==> config.mk <==
export PLATFORM = sky130hd
export DESIGN_NAME = stepper_phase_sequencer_top_flat
export DESIGN_NICKNAME = d
export VERILOG_FILES = /design/src/rtl/sps_pkg.sv /design/src/rtl/sps_if.sv /design/src/rtl/stepper_phase_sequencer_top.sv /design/src/flat_wrapper.sv
export SDC_FILE = /design/constraint.sdc
export NUM_CORES = 1
export LEC_CHECK = 0
export ABC_CLOCK_PERIOD_IN_PS = 8900
export BUFFER_PORTS_ARGS = -buffer_cell sky130_fd_sc_hd__buf_4
export CAP_MARGIN = 10
export CORE_AREA = 10 10 138 140
export CTS_CLUSTER_SIZE = 12
export DETAILED_ROUTE_END_ITERATION = 7
export DIE_AREA = 0 0 148 150
export PLACE_DENSITY_LB_ADDON = 0.12
export SLEW_MARGIN = 20
export SYNTH_ARGS = -nofsm -noshare
export SYNTH_HDL_FRONTEND = slang
export SYNTH_SLANG_ARGS = --single-unit
==> constraint.sdc <==
create_clock -name clock -period 8.9 [get_ports clock]
set_clock_uncertainty 0.15 [all_clocks]
set_input_delay 1.335 -clock clock [delete_from_list [all_inputs] [get_ports clock]]
set_output_delay 1.335 -clock clock [all_outputs]
set_load 0.01 [all_outputs]
==> src/rtl/sps_pkg.sv <==
// Stepper phase sequencer package: codes, phase tables and result type.
// No dependencies; imported by the response interface and the top level.
package sps_pkg;

   // Number of motors served and reset value of the phase hold ticks
   localparam int MOTOR_COUNT = 4;
   localparam logic [15:0] HOLD_RESET = 16'd2;

   // Request function codes
   typedef enum logic [1:0] {
      FUNC_TICK = 2'd0,
      FUNC_MOVE = 2'd1,
      FUNC_STOP = 2'd2
   } func_type;

   // Response status codes
   typedef enum logic [1:0] {
      STATUS_OK      = 2'd0,
      STATUS_RANGE   = 2'd1,
      STATUS_BAD_ARG = 2'd2,
      STATUS_BUSY    = 2'd3
   } status_type;

   // Direction and step mode codes
   localparam logic [1:0] DIR_CW    = 2'd0;
   localparam logic [1:0] DIR_CCW   = 2'd1;
   localparam logic [1:0] MODE_FULL = 2'd0;
   localparam logic [1:0] MODE_HALF = 2'd1;

   // Last phase index of a full and a half step cycle
   localparam logic [2:0] LAST_FULL = 3'd3;
   localparam logic [2:0] LAST_HALF = 3'd7;

   // Coil patterns, bit3 orange .. bit0 blue; index [reverse][phase]
   localparam logic [3:0] FULL_TAB [2][4] = '{
      '{4'h8, 4'h4, 4'h2, 4'h1},
      '{4'h1, 4'h2, 4'h4, 4'h8}
   };
   localparam logic [3:0] HALF_TAB [2][8] = '{
      '{4'h8, 4'hC, 4'h4, 4'h6, 4'h2, 4'h3, 4'h1, 4'h9},
      '{4'h9, 4'h1, 4'h3, 4'h2, 4'h6, 4'h4, 4'hC, 4'h8}
   };

   // One response item
   typedef struct packed {
      logic [3:0] drive_motor;
      logic [3:0] coil_pattern;
      logic       pattern_valid;
      status_type status;
      logic       busy_res;
      logic       move_done;
   } rsp_type;

   // Look up the coil pattern for a phase
   function automatic logic [3:0] phase_pattern(input logic half, input logic rev,
                                                input logic [2:0] phase);
      logic [3:0] pat;
      if (half) begin
         pat = HALF_TAB[rev][phase];
      end else begin
         pat = FULL_TAB[rev][phase[1:0]];
      end
      return pat;
   endfunction

endpackage

==> src/rtl/sps_if.sv <==
// Channel interfaces of the stepper phase sequencer: request, response, CSR write.
// Depends on sps_pkg for the status type.
interface sps_req_if;
   logic        valid;
   logic        ready;
   logic [1:0]  func;
   logic [3:0]  motor_index;
   logic [1:0]  direction;
   logic [1:0]  step_mode;
   logic [15:0] step_count;

   modport source (output valid, func, motor_index, direction, step_mode, step_count,
                   input ready);
   modport sink   (input valid, func, motor_index, direction, step_mode, step_count,
                   output ready);
endinterface

interface sps_rsp_if;
   import sps_pkg::*;
   logic       valid;
   logic       ready;
   logic [3:0] drive_motor;
   logic [3:0] coil_pattern;
   logic       pattern_valid;
   status_type status;
   logic       busy_res;
   logic       move_done;

   modport source (output valid, drive_motor, coil_pattern, pattern_valid, status,
                   busy_res, move_done, input ready);
   modport sink   (input valid, drive_motor, coil_pattern, pattern_valid, status,
                   busy_res, move_done, output ready);
endinterface

interface sps_csr_if;
   logic        valid;
   logic        ready;
   logic [15:0] data;

   modport source (output valid, data, input ready);
   modport sink   (input valid, data, output ready);
endinterface

==> src/rtl/stepper_phase_sequencer_top.sv <==
// Stepper phase sequencer top level: move/stop/tick handling and response register.
// Depends on sps_pkg and the channel interfaces in sps_if.sv.

// Drives the four coils of one of MOTOR_COUNT unipolar steppers. Each request
// (tick, move or stop) yields exactly one response, registered in the cycle after
// the request is taken; a request can be taken every cycle, and req.ready stays
// high while the response register is empty or being drained. Move and stop
// checks, the hold counter and the phase table lookup are all combinational.
// Only one move plays at a time; each phase is held phase_hold_ticks
// ticks (zero acts as one), written through the CSR port, which is always ready.
module stepper_phase_sequencer_top
   import sps_pkg::*;
(
   input  logic          clock,
   input  logic          reset,
   sps_req_if.sink       req_ch,
   sps_rsp_if.source     rsp_ch,
   sps_csr_if.sink       csr_ch
);

   // Sequencer state
   logic        running_ff, running_in;
   logic [3:0]  active_motor_ff, active_motor_in;
   logic [15:0] steps_left_ff, steps_left_in;
   logic [2:0]  phase_ff, phase_in;
   logic        reverse_ff, reverse_in;
   logic        half_ff, half_in;
   logic [15:0] hold_cnt_ff, hold_cnt_in;
   logic [15:0] hold_ticks_ff;

   // Response register
   logic        rsp_valid_ff;
   rsp_type     rsp_ff, rsp_in;

   logic        req_take;
   logic        idx_ok;
   logic        args_ok;
   logic [15:0] hold_eff;
   logic [15:0] cnt_inc;
   logic [15:0] steps_dec;
   logic [2:0]  last_phase;

   // Take a request when the response slot is free or draining
   assign req_ch.ready = !rsp_valid_ff || rsp_ch.ready;
   assign req_take     = req_ch.valid && req_ch.ready;
   assign csr_ch.ready = 1'b1;

   assign idx_ok     = {1'b0, req_ch.motor_index} < 5'(MOTOR_COUNT);
   assign args_ok    = (req_ch.direction == DIR_CW || req_ch.direction == DIR_CCW) &&
                       (req_ch.step_mode == MODE_FULL || req_ch.step_mode == MODE_HALF);
   assign hold_eff   = (hold_ticks_ff == 16'd0) ? 16'd1 : hold_ticks_ff;
   assign cnt_inc    = hold_cnt_ff + 16'd1;
   assign steps_dec  = steps_left_ff - 16'd1;
   assign last_phase = half_ff ? LAST_HALF : LAST_FULL;

   // Decode the request and advance the sequencer
   always_comb begin
      running_in      = running_ff;
      active_motor_in = active_motor_ff;
      steps_left_in   = steps_left_ff;
      phase_in        = phase_ff;
      reverse_in      = reverse_ff;
      half_in         = half_ff;
      hold_cnt_in     = hold_cnt_ff;
      rsp_in          = '0;
      rsp_in.status   = STATUS_OK;

      case (func_type'(req_ch.func))
         FUNC_MOVE: begin
            if (!idx_ok) begin
               rsp_in.status = STATUS_RANGE;
            end else if (!args_ok) begin
               rsp_in.status = STATUS_BAD_ARG;
            end else if (running_ff) begin
               rsp_in.status = STATUS_BUSY;
            end else if (req_ch.step_count != 16'd0) begin
               running_in           = 1'b1;
               active_motor_in      = req_ch.motor_index;
               steps_left_in        = req_ch.step_count;
               phase_in             = 3'd0;
               reverse_in           = req_ch.direction[0];
               half_in              = req_ch.step_mode[0];
               hold_cnt_in          = 16'd0;
               rsp_in.drive_motor   = req_ch.motor_index;
               rsp_in.coil_pattern  = phase_pattern(req_ch.step_mode[0],
                                                    req_ch.direction[0], 3'd0);
               rsp_in.pattern_valid = 1'b1;
            end
         end
         FUNC_STOP: begin
            if (!idx_ok) begin
               rsp_in.status = STATUS_RANGE;
            end else begin
               rsp_in.drive_motor   = req_ch.motor_index;
               rsp_in.pattern_valid = 1'b1;
               // Abort the move only if it is on this motor
               if (running_ff && active_motor_ff == req_ch.motor_index) begin
                  running_in    = 1'b0;
                  steps_left_in = 16'd0;
                  hold_cnt_in   = 16'd0;
               end
            end
         end
         FUNC_TICK: begin
            if (running_ff) begin
               hold_cnt_in = cnt_inc;
               if (cnt_inc >= hold_eff) begin
                  hold_cnt_in = 16'd0;
                  if (phase_ff >= last_phase) begin
                     phase_in      = 3'd0;
                     steps_left_in = steps_dec;
                  end else begin
                     phase_in = phase_ff + 3'd1;
                  end
                  // Finish the move, keeping the last pattern on the coils
                  if (steps_left_in == 16'd0) begin
                     running_in       = 1'b0;
                     rsp_in.move_done = 1'b1;
                  end else begin
                     rsp_in.drive_motor   = active_motor_ff;
                     rsp_in.coil_pattern  = phase_pattern(half_ff, reverse_ff, phase_in);
                     rsp_in.pattern_valid = 1'b1;
                  end
               end
            end
         end
         default: begin
         end
      endcase

      rsp_in.busy_res = running_in;
   end

   // Hold control state
   always_ff @(posedge clock) begin
      if (reset) begin
         running_ff      <= 1'b0;
         active_motor_ff <= '0;
         steps_left_ff   <= '0;
         phase_ff        <= '0;
         reverse_ff      <= 1'b0;
         half_ff         <= 1'b0;
         hold_cnt_ff     <= '0;
         hold_ticks_ff   <= HOLD_RESET;
         rsp_valid_ff    <= 1'b0;
      end else begin
         if (req_take) begin
            running_ff      <= running_in;
            active_motor_ff <= active_motor_in;
            steps_left_ff   <= steps_left_in;
            phase_ff        <= phase_in;
            reverse_ff      <= reverse_in;
            half_ff         <= half_in;
            hold_cnt_ff     <= hold_cnt_in;
         end
         if (csr_ch.valid) begin
            hold_ticks_ff <= csr_ch.data;
         end
         if (req_take) begin
            rsp_valid_ff <= 1'b1;
         end else if (rsp_ch.ready) begin
            rsp_valid_ff <= 1'b0;
         end
      end
   end

   // Load the response payload
   always_ff @(posedge clock) begin
      if (req_take) begin
         rsp_ff <= rsp_in;
      end
   end

   // Drive the response channel
   assign rsp_ch.valid         = rsp_valid_ff;
   assign rsp_ch.drive_motor   = rsp_ff.drive_motor;
   assign rsp_ch.coil_pattern  = rsp_ff.coil_pattern;
   assign rsp_ch.pattern_valid = rsp_ff.pattern_valid;
   assign rsp_ch.status        = rsp_ff.status;
   assign rsp_ch.busy_res      = rsp_ff.busy_res;
   assign rsp_ch.move_done     = rsp_ff.move_done;

endmodule
==> src/flat_wrapper.sv <==
// flat-port wrapper written by rule: the top's interface ports become plain ports
module stepper_phase_sequencer_top_flat import sps_pkg::*;
  (clock, reset, req_ch_valid, req_ch_func, req_ch_motor_index, req_ch_direction, req_ch_step_mode, req_ch_step_count, req_ch_ready, rsp_ch_valid, rsp_ch_drive_motor, rsp_ch_coil_pattern, rsp_ch_pattern_valid, rsp_ch_status, rsp_ch_busy_res, rsp_ch_move_done, rsp_ch_ready, csr_ch_valid, csr_ch_data, csr_ch_ready);
  sps_req_if req_ch_i ();
  sps_rsp_if rsp_ch_i ();
  sps_csr_if csr_ch_i ();
  input  logic clock;
  input  logic reset;
  input wire logic [$bits(req_ch_i.valid)-1:0] req_ch_valid;
  input wire logic [$bits(req_ch_i.func)-1:0] req_ch_func;
  input wire logic [$bits(req_ch_i.motor_index)-1:0] req_ch_motor_index;
  input wire logic [$bits(req_ch_i.direction)-1:0] req_ch_direction;
  input wire logic [$bits(req_ch_i.step_mode)-1:0] req_ch_step_mode;
  input wire logic [$bits(req_ch_i.step_count)-1:0] req_ch_step_count;
  output wire logic [$bits(req_ch_i.ready)-1:0] req_ch_ready;
  output wire logic [$bits(rsp_ch_i.valid)-1:0] rsp_ch_valid;
  output wire logic [$bits(rsp_ch_i.drive_motor)-1:0] rsp_ch_drive_motor;
  output wire logic [$bits(rsp_ch_i.coil_pattern)-1:0] rsp_ch_coil_pattern;
  output wire logic [$bits(rsp_ch_i.pattern_valid)-1:0] rsp_ch_pattern_valid;
  output wire logic [$bits(rsp_ch_i.status)-1:0] rsp_ch_status;
  output wire logic [$bits(rsp_ch_i.busy_res)-1:0] rsp_ch_busy_res;
  output wire logic [$bits(rsp_ch_i.move_done)-1:0] rsp_ch_move_done;
  input wire logic [$bits(rsp_ch_i.ready)-1:0] rsp_ch_ready;
  input wire logic [$bits(csr_ch_i.valid)-1:0] csr_ch_valid;
  input wire logic [$bits(csr_ch_i.data)-1:0] csr_ch_data;
  output wire logic [$bits(csr_ch_i.ready)-1:0] csr_ch_ready;
  assign req_ch_i.valid = req_ch_valid;
  assign req_ch_i.func = req_ch_func;
  assign req_ch_i.motor_index = req_ch_motor_index;
  assign req_ch_i.direction = req_ch_direction;
  assign req_ch_i.step_mode = req_ch_step_mode;
  assign req_ch_i.step_count = req_ch_step_count;
  assign req_ch_ready = req_ch_i.ready;
  assign rsp_ch_valid = rsp_ch_i.valid;
  assign rsp_ch_drive_motor = rsp_ch_i.drive_motor;
  assign rsp_ch_coil_pattern = rsp_ch_i.coil_pattern;
  assign rsp_ch_pattern_valid = rsp_ch_i.pattern_valid;
  assign rsp_ch_status = rsp_ch_i.status;
  assign rsp_ch_busy_res = rsp_ch_i.busy_res;
  assign rsp_ch_move_done = rsp_ch_i.move_done;
  assign rsp_ch_i.ready = rsp_ch_ready;
  assign csr_ch_i.valid = csr_ch_valid;
  assign csr_ch_i.data = csr_ch_data;
  assign csr_ch_ready = csr_ch_i.ready;
  stepper_phase_sequencer_top u_core (.clock(clock), .reset(reset), .req_ch(req_ch_i), .rsp_ch(rsp_ch_i), .csr_ch(csr_ch_i));
endmodule
======== Word-level counts from Yosys, hierarchy flattened ========
Cells that the tools add are included.
word-level totals
  output and inout port bits .............. 16
  flip-flop bits (word level) ............. 72
  word-level logic and storage cells ...... 147
  bits of input ports ..................... 47
cells by class
  order comparisons ....................... 7
  bitwise operators ....................... 5
  mux-type cells .......................... 83
  reduce and logical (&&, ||, !) cells .... 21
  equal/unequal tests ..................... 13
  $add $sub $neg .......................... 3
operators with widths
  kind                     count
  $mux W16                 25
  $mux W32                 4
  $pmux W16 S3             2
  $mux W9                  7
  $mux W29                 2
  $mux W3                  11
  $logic_not A16 Y1        2
  $mux W4                  7
  $add A16 B1 Y16 const B  1
  $ge A16 B16 Y1           1
  $reduce_bool A16 Y1      1
  $sub A16 B1 Y16 const B  1
  $mux W1                  14
  $ne A2 B1 Y1 const B     7
  $bmux W4 S3              1
  $pmux W4 S3              1
  $reduce_and A10 Y1       1
  $reduce_and A9 Y1        1
  $bmux W4 S2              1
  $pmux W4 S2              1
  $reduce_and A8 Y1        1
  $eq A2 B1 Y1 const B     3
  $logic_not A2 Y1         3
  $mux W2                  3
  other kinds (23)         31

======== Logic depth before layout (Yosys ltp) ========
Gate-level depths: netlist (run 1).
  depth after elaboration ................. 15
  depth in mapped cells ................... 17
  mapped depth without buffers ............ 14

======== Worst setup path before layout (run 1) ========
OpenSTA, ideal clock, no wires.
  path kind ............................... reg2reg
  from .................................... reg u_core.hold_cnt_ff[2]
  to ...................................... reg u_core.hold_cnt_ff[13]
  data arrival time ....................... 3.886 ns
  setup time .............................. 0.070 ns
  period minus slack after synthesis ...... 4.107 ns
  required time ........................... 8.680 ns
  path slack .............................. 4.793 ns
  path buffers ............................ 2
  stages on the path, launching flop included .. 15
  cells stage by stage .................... dfxtp_1 nand4_1 nor3_1 nand3_1 or2_2 xnor2_1 ha_1 nand4_1 o21ba_2 or4_4 buf_6 or3_4 buf_6 or4_1 a21oi_1
on the way
  longest elaborated chain between the ends .. 5
ends and longest elaborated chain
  item                    RTL line                            source
  from (decl)             stepper_phase_sequencer_top.sv:28   logic [15:0] hold_cnt_ff, hold_cnt_in;
  from (signal assigned)  stepper_phase_sequencer_top.sv:154  hold_cnt_ff <= hold_cnt_in;
  $add A16 B1 Y16 *       stepper_phase_sequencer_top.sv:52   assign cnt_inc = hold_cnt_ff + 16'd1;
  $ge A16 B16 Y1          stepper_phase_sequencer_top.sv:107  if (cnt_inc >= hold_eff) begin
  $mux W16 *              stepper_phase_sequencer_top.sv:107
  $mux W16 *              stepper_phase_sequencer_top.sv:105  if (running_ff) begin
  $pmux W16 S3 *          stepper_phase_sequencer_top.sv:68   case (func_type'(req_ch.func))
Every way passes the cells marked *; elsewhere a longest branch is shown, timed or not. The select of a mux whose other input is x is not followed.
A chain may end at the register's enable or synchronous reset.

======== Worst setup path in the final report (run 1) ========
Same ends and word-level chain as after synthesis.

==> reports/metrics.csv, run 1 <==
stage;metric;value;unit
power;p_sw;241.9;uW
power;combPwrFrac;14.2;%
sta;fmax;214.6;MHz
finish;drive_gt1_share;17.13;%
routing;drt-total-wl;14.46;mm
floorplanning;core_area;0.01635;mm^2
sta;tns;0;ps
clock_network;cts-root-buf;clkbuf_16;
floorplanning;fp.dieW;148;um
flow_run;max_cap_violations;0;
global_routing;grt_pass1_wl;23.39;mm
synth;synth_flop_cell;dfxtp_1;
floorplanning;dieArea;0.02220;mm^2
clock_network;cts_tree;built;
global_routing;antenna_found_initial;0;
power;clock_power_share;45.6;%
synth;ys_seq_area_share;32.70;%
routing;vias;4457;
setup_path;worst_setup_path_start_kind;register;
routing;post_drt_wl_per_cell;17.36;um
finish;multi_input_area;0.002920;mm^2
routing;post-route-drc-count;0;
clock_network;cts_sinks;72;
floorplanning;num_rows;47;
synth;ys_types;75;
clock_network;cts_buffers;9;
finish;ff_latch_area;0.001572;mm^2
sta;drv_slew;0;
floorplanning;boundaryPins;63;
finish;n_fill_cell;1753;
placed_design;place.port_buffers;61;
clock_network;clk_pin_slew;60;ps
synth;synthArstFlopShare;0;%
sta;setup_viol;0;
setup_path;arrival;4780;ps
setup_path;setup.worst_path.class;reg2reg;
placed_design;dp_hpwl;10.24;mm
power;switching_share;27.39;%
finish;area_growth;18.62;%
placed_design;place.gp.congestion;0.8532;
synth;synth_edf_count;13;
floorplanning;start_util;29.40;%
clock_network;holdBufCountCts;0;
routing;dr.pass1.iters;5;
synth;syn_nets;644;
synth;yosysMostFrequentCell;dfxtp_1;
finish;fin_util;34.87;%
synth;synth.area.top_cells;dfxtp_1 25%, edfxtp_1 8.1%, ha_1 6.5%, a21oi_1 4.9%, nor2_1 4.0%;
sta;relSlewSlack;37.06;%
global_routing;grt_usage;13.07;%
power;power_frac_seq;40.2;%
synth;ys_ff_latch;72;
routing;drtIter0Drc;312;
setup_path;worstPathMaxFanout;20;
global_routing;grt_pass1_vias;4417;
power;powerDensity;155.0;mW/mm^2
setup_path;cp.required;9020;ps
outcome;status;completed;
power;total_power;883.4;uW
sta;worst_pin_slew;944.0;ps
min_path;hold_path_class;reg2reg;
clock_network;clock_latency;340;ps
global_routing;overflow;0;
finish;antennaDiodeCount;0;
sta;finalCriticalPeriod;4660;ps
synth;synth_top_area_share;24.58;%
routing;via_per_inst;5.351;
sta;hold_viol_final;0;
power;ir_drop;0.08733;mV
synth;ys_warn_count;0;
floorplanning;fp.dieH;150;um
global_routing;grt_start_max_net_pins;60;
synth;ys_top_cells_by_count;59 x dfxtp_1, 51 x nor2_1, 47 x a21oi_1;
clock_network;post_cts_buffers;0;
power;p_int;641.4;uW
setup_path;cp-end-kind;register;
sta;period_share;52.36;%
finish;finalNetCount;680;
synth;syn_area;0.004806;mm^2
synth;synth_top_area_cell;dfxtp_1;
clock_network;post_cts_resized;0;
synth;avgSynthCellArea;8.402;um^2
routing;ant_nets;0;
sta;rsz0062_at_grt;false;
power;leakage;0.002221;uW
clock_network;cts_htree_levels;3;
synth;synthCells;572;
clock_network;clk_path_buf_depth;2;
## power groups by stage
stage                     logic (uW)  clock network (uW)  registers (uW)
after floorplan                 81.2                   0             358
after global routing             139                 428             356
after global placement           126                   0             361
after CTS                        126                 414             354
final                            126                 403             355
after detailed placement         126                   0             362
## cell type report
cell class / instances / share of cell area [%]
clock inverter: 7 / 1.690
inverter: 33 / 2.173
clock buffer: 9 / 3.951
sequential: 72 / 27.57
timing repair buffer: 65 / 8.560
multi-input combinational: 427 / 51.23
tap: 220 / 4.829
## worst max-delay path, cell delays in order (launching register included)
cell	delay, ps
dfxtp_1	430
nand4_1	160
nor3_1	680
nand3_1	270
or2_2	390
xnor2_1	140
ha_1	310
nand4_1	150
o21ba_2	180
or4_4	520
or3_4	520
or4_1	510
a21oi_1	150
## routing by layer
metal	global-route usage, %	vias up	share of wire [%]
met5	0	-	0
met4	4.708	0	1.9
met3	3.261	22	5.5
met2	21.52	129	47
met1	16.19	2116	46
li1	-	2190	-
## flip-flops by register name, summed over array words and instances, names as in the netlist
name                         flops
u_core.reverse_ff                1
u_core.hold_ticks_ff            16
u_core.phase_ff                  3
u_core.active_motor_ff           4
u_core.rsp_ch.valid              1
u_core.hold_cnt_ff              16
u_core.rsp_ch.busy_res           1
u_core.rsp_ch.move_done          1
u_core.rsp_ch.pattern_valid      1
u_core.rsp_ch.status             2
u_core.rsp_ch.drive_motor        4
u_core.half_ff                   1
u_core.running_ff                1
u_core.rsp_ch.coil_pattern       4
u_core.steps_left_ff            16
## through the flow
stage                     worst slack (ps)  hold WS, ps  cells  area (um^2)
final                                 4240        333.0    833         5700
after global routing                  4004        374.6    833         5700
after CTS                             4259        336.2    833         5700
after detailed placement              4292        327.2    817         5379
after global placement                4359        324.4    817         5379
after floorplan                       4793        302.4    572         4806
## cells in the final DEF (no fill, tap or decap), drive strengths merged, types with 5 or more instances in the layout
master / instances
a211oi: 12
a21oi: 48
a22oi: 9
a2bb2oi: 7
and3: 9
buf: 65
clkbuf: 9
dfxtp: 59
edfxtp: 13
ha: 25
inv: 32
mux2i: 19
nand2: 37
nand2b: 6
nand3: 21
nand4: 6
nor2: 52
nor3: 16
nor3b: 7
nor4: 12
o211ai: 5
o21ai: 18
o31ai: 9
or2: 6
or3: 9
or4: 21
xnor2: 13
xor2: 10
## worst paths after layout
path | from | cells after the start | slack, ps | endpoint
min | u_core.hold_cnt_ff[12]$_SDFFE_PP0P_ | 2 | 330 | u_core.hold_cnt_ff[12]$_SDFFE_PP0P_
min reg2reg | u_core.hold_cnt_ff[12]$_SDFFE_PP0P_ | 2 | 330 | u_core.hold_cnt_ff[12]$_SDFFE_PP0P_
max reg2reg | u_core.hold_cnt_ff[2]$_SDFFE_PP0P_ | 12 | 4240 | u_core.hold_cnt_ff[13]$_SDFFE_PP0P_
max | u_core.hold_cnt_ff[2]$_SDFFE_PP0P_ | 12 | 4240 | u_core.hold_cnt_ff[13]$_SDFFE_PP0P_
## cell families after synthesis
family          share of synthesized area, %
buf+inv                                6.639
xor+xnor                               4.192
simple gates                           24.63
other cells                          0.07803
compound gates                         20.83
fa+ha+maj                              6.509
flops                                  32.70
mux                                    4.426
(Power assumes the default switching activity.)
==> run 2, diff against run 1 <==
--- a/config.mk
+++ b/config.mk
@@ -5,13 +5,14 @@
 export SDC_FILE = /design/constraint.sdc
 export NUM_CORES = 1
 export LEC_CHECK = 0
-export ABC_CLOCK_PERIOD_IN_PS = 8900
+export ABC_AREA = 1
+export ABC_CLOCK_PERIOD_IN_PS = 4810
 export BUFFER_PORTS_ARGS = -buffer_cell sky130_fd_sc_hd__buf_4
 export CAP_MARGIN = 10
-export CORE_AREA = 10 10 138 140
+export CORE_AREA = 10 10 136 138
 export CTS_CLUSTER_SIZE = 12
 export DETAILED_ROUTE_END_ITERATION = 7
-export DIE_AREA = 0 0 148 150
+export DIE_AREA = 0 0 146 148
 export PLACE_DENSITY_LB_ADDON = 0.12
 export SLEW_MARGIN = 20
 export SYNTH_ARGS = -nofsm -noshare
==> constraint.sdc (replaced) <==
create_clock -name clock -period 4.81 [get_ports clock]
set_clock_uncertainty 0.15 [all_clocks]
set_input_delay 0.7215 -clock clock [delete_from_list [all_inputs] [get_ports clock]]
set_output_delay 0.7215 -clock clock [all_outputs]
set_load 0.01 [all_outputs]
==> run 2 against run 1 <==
Effect of this change: sequential share of layout area increased by 0.45 points; clock power increased by 74%; worst setup slack lost 3100 ps; largest cell class unchanged; sequential power up 88%; flip-flop and latch count unchanged; design area down 1.6%.
==> reports/metrics.csv, run 2 <==
stage;metric;value;unit;change
outcome;status;completed;;unchanged
min_path;hold_path_class;reg2reg;;unchanged
synth;ys_top_cells_by_count;110 x nand2_1, 96 x inv_1, 68 x a21oi_1;;was 59 x dfxtp_1, 51 x nor2_1, 47 x a21oi_1
setup_path;cp.required;4920;ps;was 9020 ps
routing;drtIter0Drc;210;;was 312
synth;ys_types;46;;was 75
sta;rsz0062_at_grt;false;;unchanged
synth;synth.area.top_cells;dfxtp_1 25%, nand2_1 8.8%, edfxtp_1 8.4%, inv_1 7.7%, a21oi_1 7.3%;;was dfxtp_1 25%, edfxtp_1 8.1%, ha_1 6.5%, a21oi_1 4.9%, nor2_1 4.0%
synth;avgSynthCellArea;7.236;um^2;was 8.402 um^2
clock_network;holdBufCountCts;0;;unchanged
synth;synth_top_area_share;25.27;%;was 24.58%
global_routing;grt_start_max_net_pins;34;;was 60
clock_network;cts_tree;built;;unchanged
setup_path;cp-end-kind;register;;unchanged
finish;final_cell_mix;110 x nand2_1, 96 x inv_1, 68 x a21oi_1;;was 65 x buf_4, 59 x dfxtp_1, 51 x nor2_1
floorplanning;core_area;0.01571;mm^2;was 0.01635 mm^2
finish;design_area;0.005609;mm^2;was 0.005700 mm^2
setup_path;arrival;3820;ps;was 4780 ps
power;ir_drop;0.1772;mV;was 0.08733 mV
sta;relSlewSlack;46.39;%;was 37.06%
global_routing;grt_pass1_wl;20.84;mm;was 23.39 mm
placed_design;place.gp.congestion;0.8065;;was 0.8532
floorplanning;num_rows;46;;was 47
placed_design;place.port_buffers;61;;unchanged
finish;top_regs;u_core.hold_cnt_ff (16), u_core.hold_ticks_ff (16), u_core.steps_left_ff (16);;unchanged
synth;synth_top_area_cell;dfxtp_1;;unchanged
setup_path;setup.worst_path.class;reg2reg;;unchanged
sta;fmax;270.1;MHz;was 214.6 MHz
placed_design;place_inst;905;;was 817
routing;dr.pass1.iters;4;;was 5
floorplanning;fp.dieH;148;um;was 150 um
clock_network;post_cts_buffers;0;;unchanged
clock_network;cts_buffers;9;;unchanged
setup_path;crit_path_frequent_cell;nand2_1;;was nand4_1
finish;finalNetCount;772;;was 680
clock_network;cts-root-buf;clkbuf_16;;unchanged
sta;finalCriticalPeriod;3703;ps;was 4660 ps
setup_path;path_cells;ha_1 -> nand2_2 -> nor2_4 -> nand3_2 -> nor2_2 -> nand2_1 -> nor2_2 -> inv_2 -> nor3_4 -> nand2_1 -> xor2_1 -> inv_1 -> ha_1 -> nand2_1 -> nor2_1 -> a21oi_1 -> nand4_1 -> nand2_4 -> nand2_4 -> a211oi_1;;was nand4_1 -> nor3_1 -> nand3_1 -> or2_2 -> xnor2_1 -> ha_1 -> nand4_1 -> o21ba_2 -> or4_4 -> or3_4 -> or4_1 -> a21oi_1
synth;synthArstFlopShare;0;%;unchanged
routing;post-route-drc-count;0;;unchanged
clock_network;clock_latency;350;ps;was 340 ps
global_routing;grt_usage;11.86;%;was 13.07%
synth;ys_ff_latch;72;;unchanged
sta;period_share;76.98;%;was 52.36%
routing;drt-total-wl;12.86;mm;was 14.46 mm
finish;antennaDiodeCount;0;;unchanged
sta;holdWs;327.3;ps;was 333.0 ps
finish;drive_gt1_share;18.30;%;was 17.13%
clock_network;clk_pin_slew;60;ps;about the same
synth;syn_nets;718;;was 644
synth;ys_warn_count;0;;unchanged
global_routing;antenna_found_initial;0;;unchanged
synth;synth_edf_count;13;;unchanged
sta;hold_viol_final;0;;unchanged
routing;ant_nets;0;;unchanged
flow_run;max_cap_violations;0;;unchanged
floorplanning;start_util;29.75;%;was 29.40%
synth;ys_seq_area_share;33.62;%;was 32.70%
global_routing;overflow;0;;unchanged
floorplanning;fp.dieW;146;um;was 148 um
setup_path;max_stage_delay;420;ps;was 680 ps
setup_path;worstPathMaxFanout;28;;was 20
routing;via_per_inst;4.611;;was 5.351
sta;setup_viol;0;;unchanged
placed_design;placed_area;0.005295;mm^2;was 0.005379 mm^2
clock_network;cts_sinks;72;;unchanged
power;total_power;1690;uW;was 883.4 uW
clock_network;cts_htree_levels;3;;unchanged
clock_network;post_cts_resized;0;;unchanged
global_routing;grt_pass1_vias;4148;;was 4417
finish;finish.cell_count_without_fillers;921;;was 833
sta;tns;0;ps;unchanged
setup_path;worst_setup_path_start_kind;register;;unchanged
sta;worst_pin_slew;801.2;ps;was 944.0 ps
synth;syn_area;0.004674;mm^2;was 0.004806 mm^2
sta;drv_slew;0;;unchanged
finish;area_growth;19.99;%;was 18.62%
floorplanning;dieArea;0.02161;mm^2;was 0.02220 mm^2
power;powerDensity;301.3;mW/mm^2;was 155.0 mW/mm^2
routing;post_drt_wl_per_cell;13.96;um;was 17.36 um
setup_path;crit_slowest_cell;dfxtp_1;;was nor3_1
routing;vias;4247;;was 4457
power;leakage;0.002492;uW;was 0.002221 uW
floorplanning;boundaryPins;63;;unchanged
finish;layout_commonest_cell;nand2_1;;was buf_4
synth;synthCells;646;;was 572
placed_design;dp_hpwl;10.05;mm;was 10.24 mm
synth;synth_flop_cell;dfxtp_1;;unchanged
clock_network;clk_path_buf_depth;2;;unchanged
synth;yosysMostFrequentCell;nand2_1;;was dfxtp_1
run 2: cell count changes after synthesis, moves of 11 or more:
cell,previous run,this run
nand2_1,37,110
or4_1,18,0
nor3_1,16,5
inv_1,32,96
inv_2,0,11
mux2i_1,19,0
o21ai_1,1,12
xnor2_1,13,2
clkbuf_1,24,10
o21ai_0,17,54
a21oi_1,47,68
run 2: worst max-delay path: cells and delay by family (launching register included):
family | cells | cell delay (ps)
adder cells (fa/ha/maj) | 2 | 520
AND/OR/NAND/NOR | 13 | 1800
AO/OA/AOI/OAI | 2 | 410
XOR/XNOR | 1 | 180
buffers and inverters | 2 | 130
flip-flops | 1 | 420
run 2: final cells by class:
cell class	instances	area [um^2]
fillers	1676	10100
multi-input cells	447	2582
flip-flops and latches	72	1572
repair buffers	62	465.4
inverters	108	405.4
clock buffers	13	292.8
well taps	216	270.3
clock inverters	3	21.27
run 2: worst paths after layout:
path / cells after the start / slack (ps) / to / from
setup reg to reg: 20 / 1110 / u_core.hold_cnt_ff[9]$_SDFFE_PP0P_ / u_core.hold_cnt_ff[0]$_SDFFE_PP0P_
setup / recovery: 20 / 1110 / u_core.hold_cnt_ff[9]$_SDFFE_PP0P_ / u_core.hold_cnt_ff[0]$_SDFFE_PP0P_
hold reg to reg: 2 / 330 / u_core.steps_left_ff[15]$_SDFFE_PP0P_ / u_core.steps_left_ff[15]$_SDFFE_PP0P_
hold / removal: 2 / 330 / u_core.steps_left_ff[15]$_SDFFE_PP0P_ / u_core.steps_left_ff[15]$_SDFFE_PP0P_
run 2: kinds of logic after synthesis:
kind of cell	after synthesis	synth area share (%)
compound gates	161	19.65
fa+ha+maj	25	6.692
other cells	1	0.08022
buf+inv	127	11.13
simple gates	246	26.04
xor+xnor	14	2.784
flops	72	33.62
run 2: power breakdown:
group	internal, uW	leakage (uW)	switching (uW)	total [uW]
sequential	647	0.000615	22.0	669
combinational	121	0.00172	200	321
clock	426	0.000152	274	700
total	1190	0.00249	495	1690
run 2: per-layer routing:
metal / global-route usage [%] / up-vias / share of wire [%]
li1: - / 2253 / -
met1: 14.85 / 1908 / 49
met2: 18.97 / 74 / 45
met3: 3.571 / 12 / 5.0
met4: 4.154 / 0 / 1.5
met5: 0 / - / 0
run 2: metrics by stage:
stage,utilization (%),setup WS (ps)
after CTS,35.70,1009
final,35.70,1107
after detailed placement,33.70,952.8
after floorplan,-,1789
after global placement,33.70,1051
after global routing,35.70,638.4
==> run 3, diff against run 2 <==
--- a/config.mk
+++ b/config.mk
@@ -6,7 +6,7 @@
 export NUM_CORES = 1
 export LEC_CHECK = 0
 export ABC_AREA = 1
-export ABC_CLOCK_PERIOD_IN_PS = 4810
+export ABC_CLOCK_PERIOD_IN_PS = 3200
 export BUFFER_PORTS_ARGS = -buffer_cell sky130_fd_sc_hd__buf_4
 export CAP_MARGIN = 10
 export CORE_AREA = 10 10 136 138
==> constraint.sdc (replaced) <==
create_clock -name clock -period 3.2 [get_ports clock]
set_clock_uncertainty 0.15 [all_clocks]
set_input_delay 0.48 -clock clock [delete_from_list [all_inputs] [get_ports clock]]
set_output_delay 0.48 -clock clock [all_outputs]
set_load 0.01 [all_outputs]
==> run 3 against run 2 <==
Effect of this change: largest power group is now sequential cells; design area rose by 9.5%; flip-flop and latch count did not move; worst setup slack got worse by 1200 ps; highest routed layer unchanged; sequential power rose by 51%; utilization rose by 3.4 points; the run now ends with setup timing left; power rose by 48%; largest cell class unchanged; count of clock-buffer cells in the layout rose by 2; worst hold slack got worse by 130 ps; final cell count rose by 3.7%.
==> reports/metrics.csv, run 3 (synthesized netlist as in run 2, its figures left out) <==
stage;metric;value;unit;change
sta;worst_slack;-111.7;ps;was 1107 ps
min_path;min_path_cells;2;;unchanged
flow_run;max_cap_violations;0;;unchanged
clock_network;clk_path_buf_depth;2;;unchanged
sta;period_share;103.5;%;was 76.98%
setup_path;cp.required;3310;ps;was 4920 ps
setup_path;crit_slowest_cell;dfxtp_2;;was dfxtp_1
setup_path;cp.depth;21;;was 20
setup_path;cp-end-kind;register;;unchanged
sta;worst_pin_slew;849.2;ps;was 801.2 ps
routing;post-route-drc-count;0;;unchanged
routing;vias;4457;;was 4247
outcome;status;complete, but fails checks;;was completed
sta;drv_slew;0;;unchanged
power;clock_power_share;37.1;%;was 41.4%
finish;top_regs;u_core.hold_cnt_ff (16), u_core.hold_ticks_ff (16), u_core.steps_left_ff (16);;unchanged
clock_network;clk_pin_slew;60;ps;about the same
clock_network;cts_sinks;72;;unchanged
routing;post_drt_wl_per_cell;14.00;um;was 13.96 um
clock_network;cts_tree;built;;unchanged
power;ir_drop;0.2561;mV;was 0.1772 mV
power;total_power;2507;uW;was 1690 uW
setup_path;crit_start;u_core.hold_cnt_ff[1]$_SDFFE_PP0P_;;was u_core.hold_cnt_ff[0]$_SDFFE_PP0P_
clock_network;holdBufCountCts;0;;unchanged
finish;final_cell_mix;103 x nand2_1, 91 x inv_1, 90 x buf_4;;was 110 x nand2_1, 96 x inv_1, 68 x a21oi_1
clock_network;cts-root-buf;clkbuf_16;;unchanged
setup_path;critPathTopFamily;simple AND/OR/NAND/NOR gates;;unchanged
power;leakage;0.002745;uW;was 0.002492 uW
setup_path;max_stage_delay;360;ps;was 420 ps
floorplanning;start_util;29.75;%;unchanged
routing;dr.pass1.iters;4;;unchanged
sta;hold_viol_final;0;;unchanged
sta;tns;-2099;ps;was 0 ps
setup_path;rrSetupSlack;-110;ps;was 1110 ps
power;switching_share;30.26;%;was 29.32%
setup_path;worst_setup_path_start_kind;register;;unchanged
setup_path;rr_startpoint;u_core.hold_cnt_ff[1]$_SDFFE_PP0P_;;was u_core.hold_cnt_ff[0]$_SDFFE_PP0P_
setup_path;path_buf_inv;3;;was 2
floorplanning;dieArea;0.02161;mm^2;unchanged
setup_path;path_cells;ha_4 -> nand2_4 -> nor2_4 -> nand3_2 -> nor2_2 -> nand2_1 -> nor2_2 -> inv_2 -> nor3_4 -> buf_6 -> nand2_2 -> xor2_2 -> ha_1 -> nand2_2 -> o21ai_2 -> a21oi_2 -> nand4_1 -> nand2_4 -> buf_12 -> nand2_8 -> a211oi_2;;was ha_1 -> nand2_2 -> nor2_4 -> nand3_2 -> nor2_2 -> nand2_1 -> nor2_2 -> inv_2 -> nor3_4 -> nand2_1 -> xor2_1 -> inv_1 -> ha_1 -> nand2_1 -> nor2_1 -> a21oi_1 -> nand4_1 -> nand2_4 -> nand2_4 -> a211oi_1
finish;finalNetCount;806;;was 772
setup_path;worstPathMaxFanout;6;;was 28
routing;ant_nets;0;;unchanged
global_routing;grt_start_max_net_pins;34;;unchanged
power;p_int;1748;uW;was 1194 uW
floorplanning;core_area;0.01571;mm^2;unchanged
floorplanning;num_rows;46;;unchanged
min_path;hold_path_class;in2reg;;was reg2reg
sta;setup_viol;42;;was 0
power;combPwrFrac;22.7;%;was 19.0%
finish;n_fill_cell;1628;;was 1676
sta;finalCriticalPeriod;3312;ps;was 3703 ps
routing;drtIter0Drc;231;;was 210
finish;fin_util;39.10;%;was 35.70%
min_path;min-delay-start;csr_ch_valid;;was u_core.steps_left_ff[15]$_SDFFE_PP0P_
clock_network;cts_buffers;9;;unchanged
floorplanning;boundaryPins;63;;unchanged
power;powerDensity;408.0;mW/mm^2;was 301.3 mW/mm^2
finish;drive_gt1_share;28.28;%;was 18.30%
power;p_sw;758.4;uW;was 495.4 uW
placed_design;dp_hpwl;10.28;mm;was 10.05 mm
finish;layout_commonest_cell;nand2_1;;unchanged
finish;area_growth;31.42;%;was 19.99%
setup_path;rr_worst_depth;21;;was 20
sta;fmax;302.0;MHz;was 270.1 MHz
outcome;violations;setup timing;;
sta;relSlewSlack;43.33;%;was 46.39%
setup_path;setup.worst_path.class;reg2reg;;unchanged
setup_path;crit_end;u_core.hold_cnt_ff[6]$_SDFFE_PP0P_;;was u_core.hold_cnt_ff[9]$_SDFFE_PP0P_
placed_design;placed_area;0.005500;mm^2;was 0.005295 mm^2
finish;antennaDiodeCount;0;;unchanged
finish;design_area;0.006143;mm^2;was 0.005609 mm^2
global_routing;grt_pass1_vias;4456;;was 4148
placed_design;place.port_buffers;61;;unchanged
floorplanning;fp.dieW;146;um;unchanged
global_routing;overflow;0;;unchanged
placed_design;place.gp.congestion;0.8361;;was 0.8065
clock_network;cts_htree_levels;3;;unchanged
global_routing;grt_usage;12.32;%;was 11.86%
floorplanning;fp.dieH;148;um;unchanged
sta;rsz0062_at_grt;true;;was false
power;power_frac_seq;40.3;%;was 39.6%
global_routing;grt_pass1_wl;21.98;mm;was 20.84 mm
setup_path;r2r-end;u_core.hold_cnt_ff[6]$_SDFFE_PP0P_;;was u_core.hold_cnt_ff[9]$_SDFFE_PP0P_
global_routing;antenna_found_initial;0;;unchanged
setup_path;arrival;3430;ps;was 3820 ps
routing;via_per_inst;4.667;;was 4.611
routing;drt-total-wl;13.37;mm;was 12.86 mm
clock_network;clock_latency;340;ps;was 350 ps
run 3: changes by cell type in the layout (fill, tap and decap cells not counted), moves of 5 or more:
cell     delta
nand2_1     -7
o21ai_0    -11
buf_4      +28
o21ai_2    +14
inv_1       -5
run 3: worst register-to-register path, cell delays in order, from the launching register on:
cell      delay [ps]
dfxtp_2          360
ha_4             150
nand2_4           50
nor2_4           110
nand3_2           80
nor2_2           130
nand2_1           70
nor2_2           140
inv_2             60
nor3_4           210
buf_6            140
nand2_2           50
xor2_2           160
ha_1             290
nand2_2          130
o21ai_2           70
a21oi_2          130
nand4_1          170
nand2_4          190
buf_12           130
nand2_8           70
a211oi_2         220
run 3: what timing repair did:
| action | CTS | global route |
|---|---|---|
| endpoints found under the setup margin | 46 | 47 |
| cloned | 0 | 1 |
| pin swaps | 4 | 26 |
| gates resized for setup | 9 | 70 |
| setup buffers | 5 | 5 |
run 3: final cells by class:
class	instances	area, um^2	share of cell area (%)
multi-input cells	448	2867	46.66
flip-flops and latches	72	1575	25.64
clock inverters	1	5.005	0.08147
repair buffers	95	758.2	12.34
inverters	108	410.4	6.680
well taps	216	270.3	4.399
clock buffers	15	257.7	4.196
run 3: power groups by stage:
stage,logic [uW],clock network [uW],registers [uW]
after floorplan,331,0,1020
after global placement,504,0,1020
after detailed placement,513,0,1030
after CTS,522,956,1010
after global routing,640,990,1010
final,569,929,1010
run 3: metrics by stage:
step | hold WS [ps] | instances | setup WS [ps]
final | 199.0 | 955 | -111.7
after global routing | 217.8 | 955 | -332.1
after CTS | 187.6 | 950 | -9.407
after detailed placement | 313.0 | 929 | -166.7
after global placement | 307.4 | 929 | -36.90
after floorplan | 294.4 | 646 | 178.5
run 3: layer usage:
metal	vias to the layer above	GRT usage [%]	wire [um]
met5	-	0	0
met4	0	4.605	215
met3	15	2.839	541
met2	74	20.13	6162
met1	2047	15.48	6453
li1	2321	-	-
run 3: worst min path at each step:
stage	to	slack (ps)
after CTS	u_core.hold_ticks_ff[1]$_SDFFE_PP1P_	190
after global placement	u_core.steps_left_ff[15]$_SDFFE_PP0P_	310
final	u_core.hold_ticks_ff[1]$_SDFFE_PP1P_	200
after floorplan	u_core.steps_left_ff[15]$_SDFFE_PP0P_	290
after detailed placement	u_core.steps_left_ff[15]$_SDFFE_PP0P_	310
after global routing	u_core.hold_ticks_ff[1]$_SDFFE_PP1P_	220
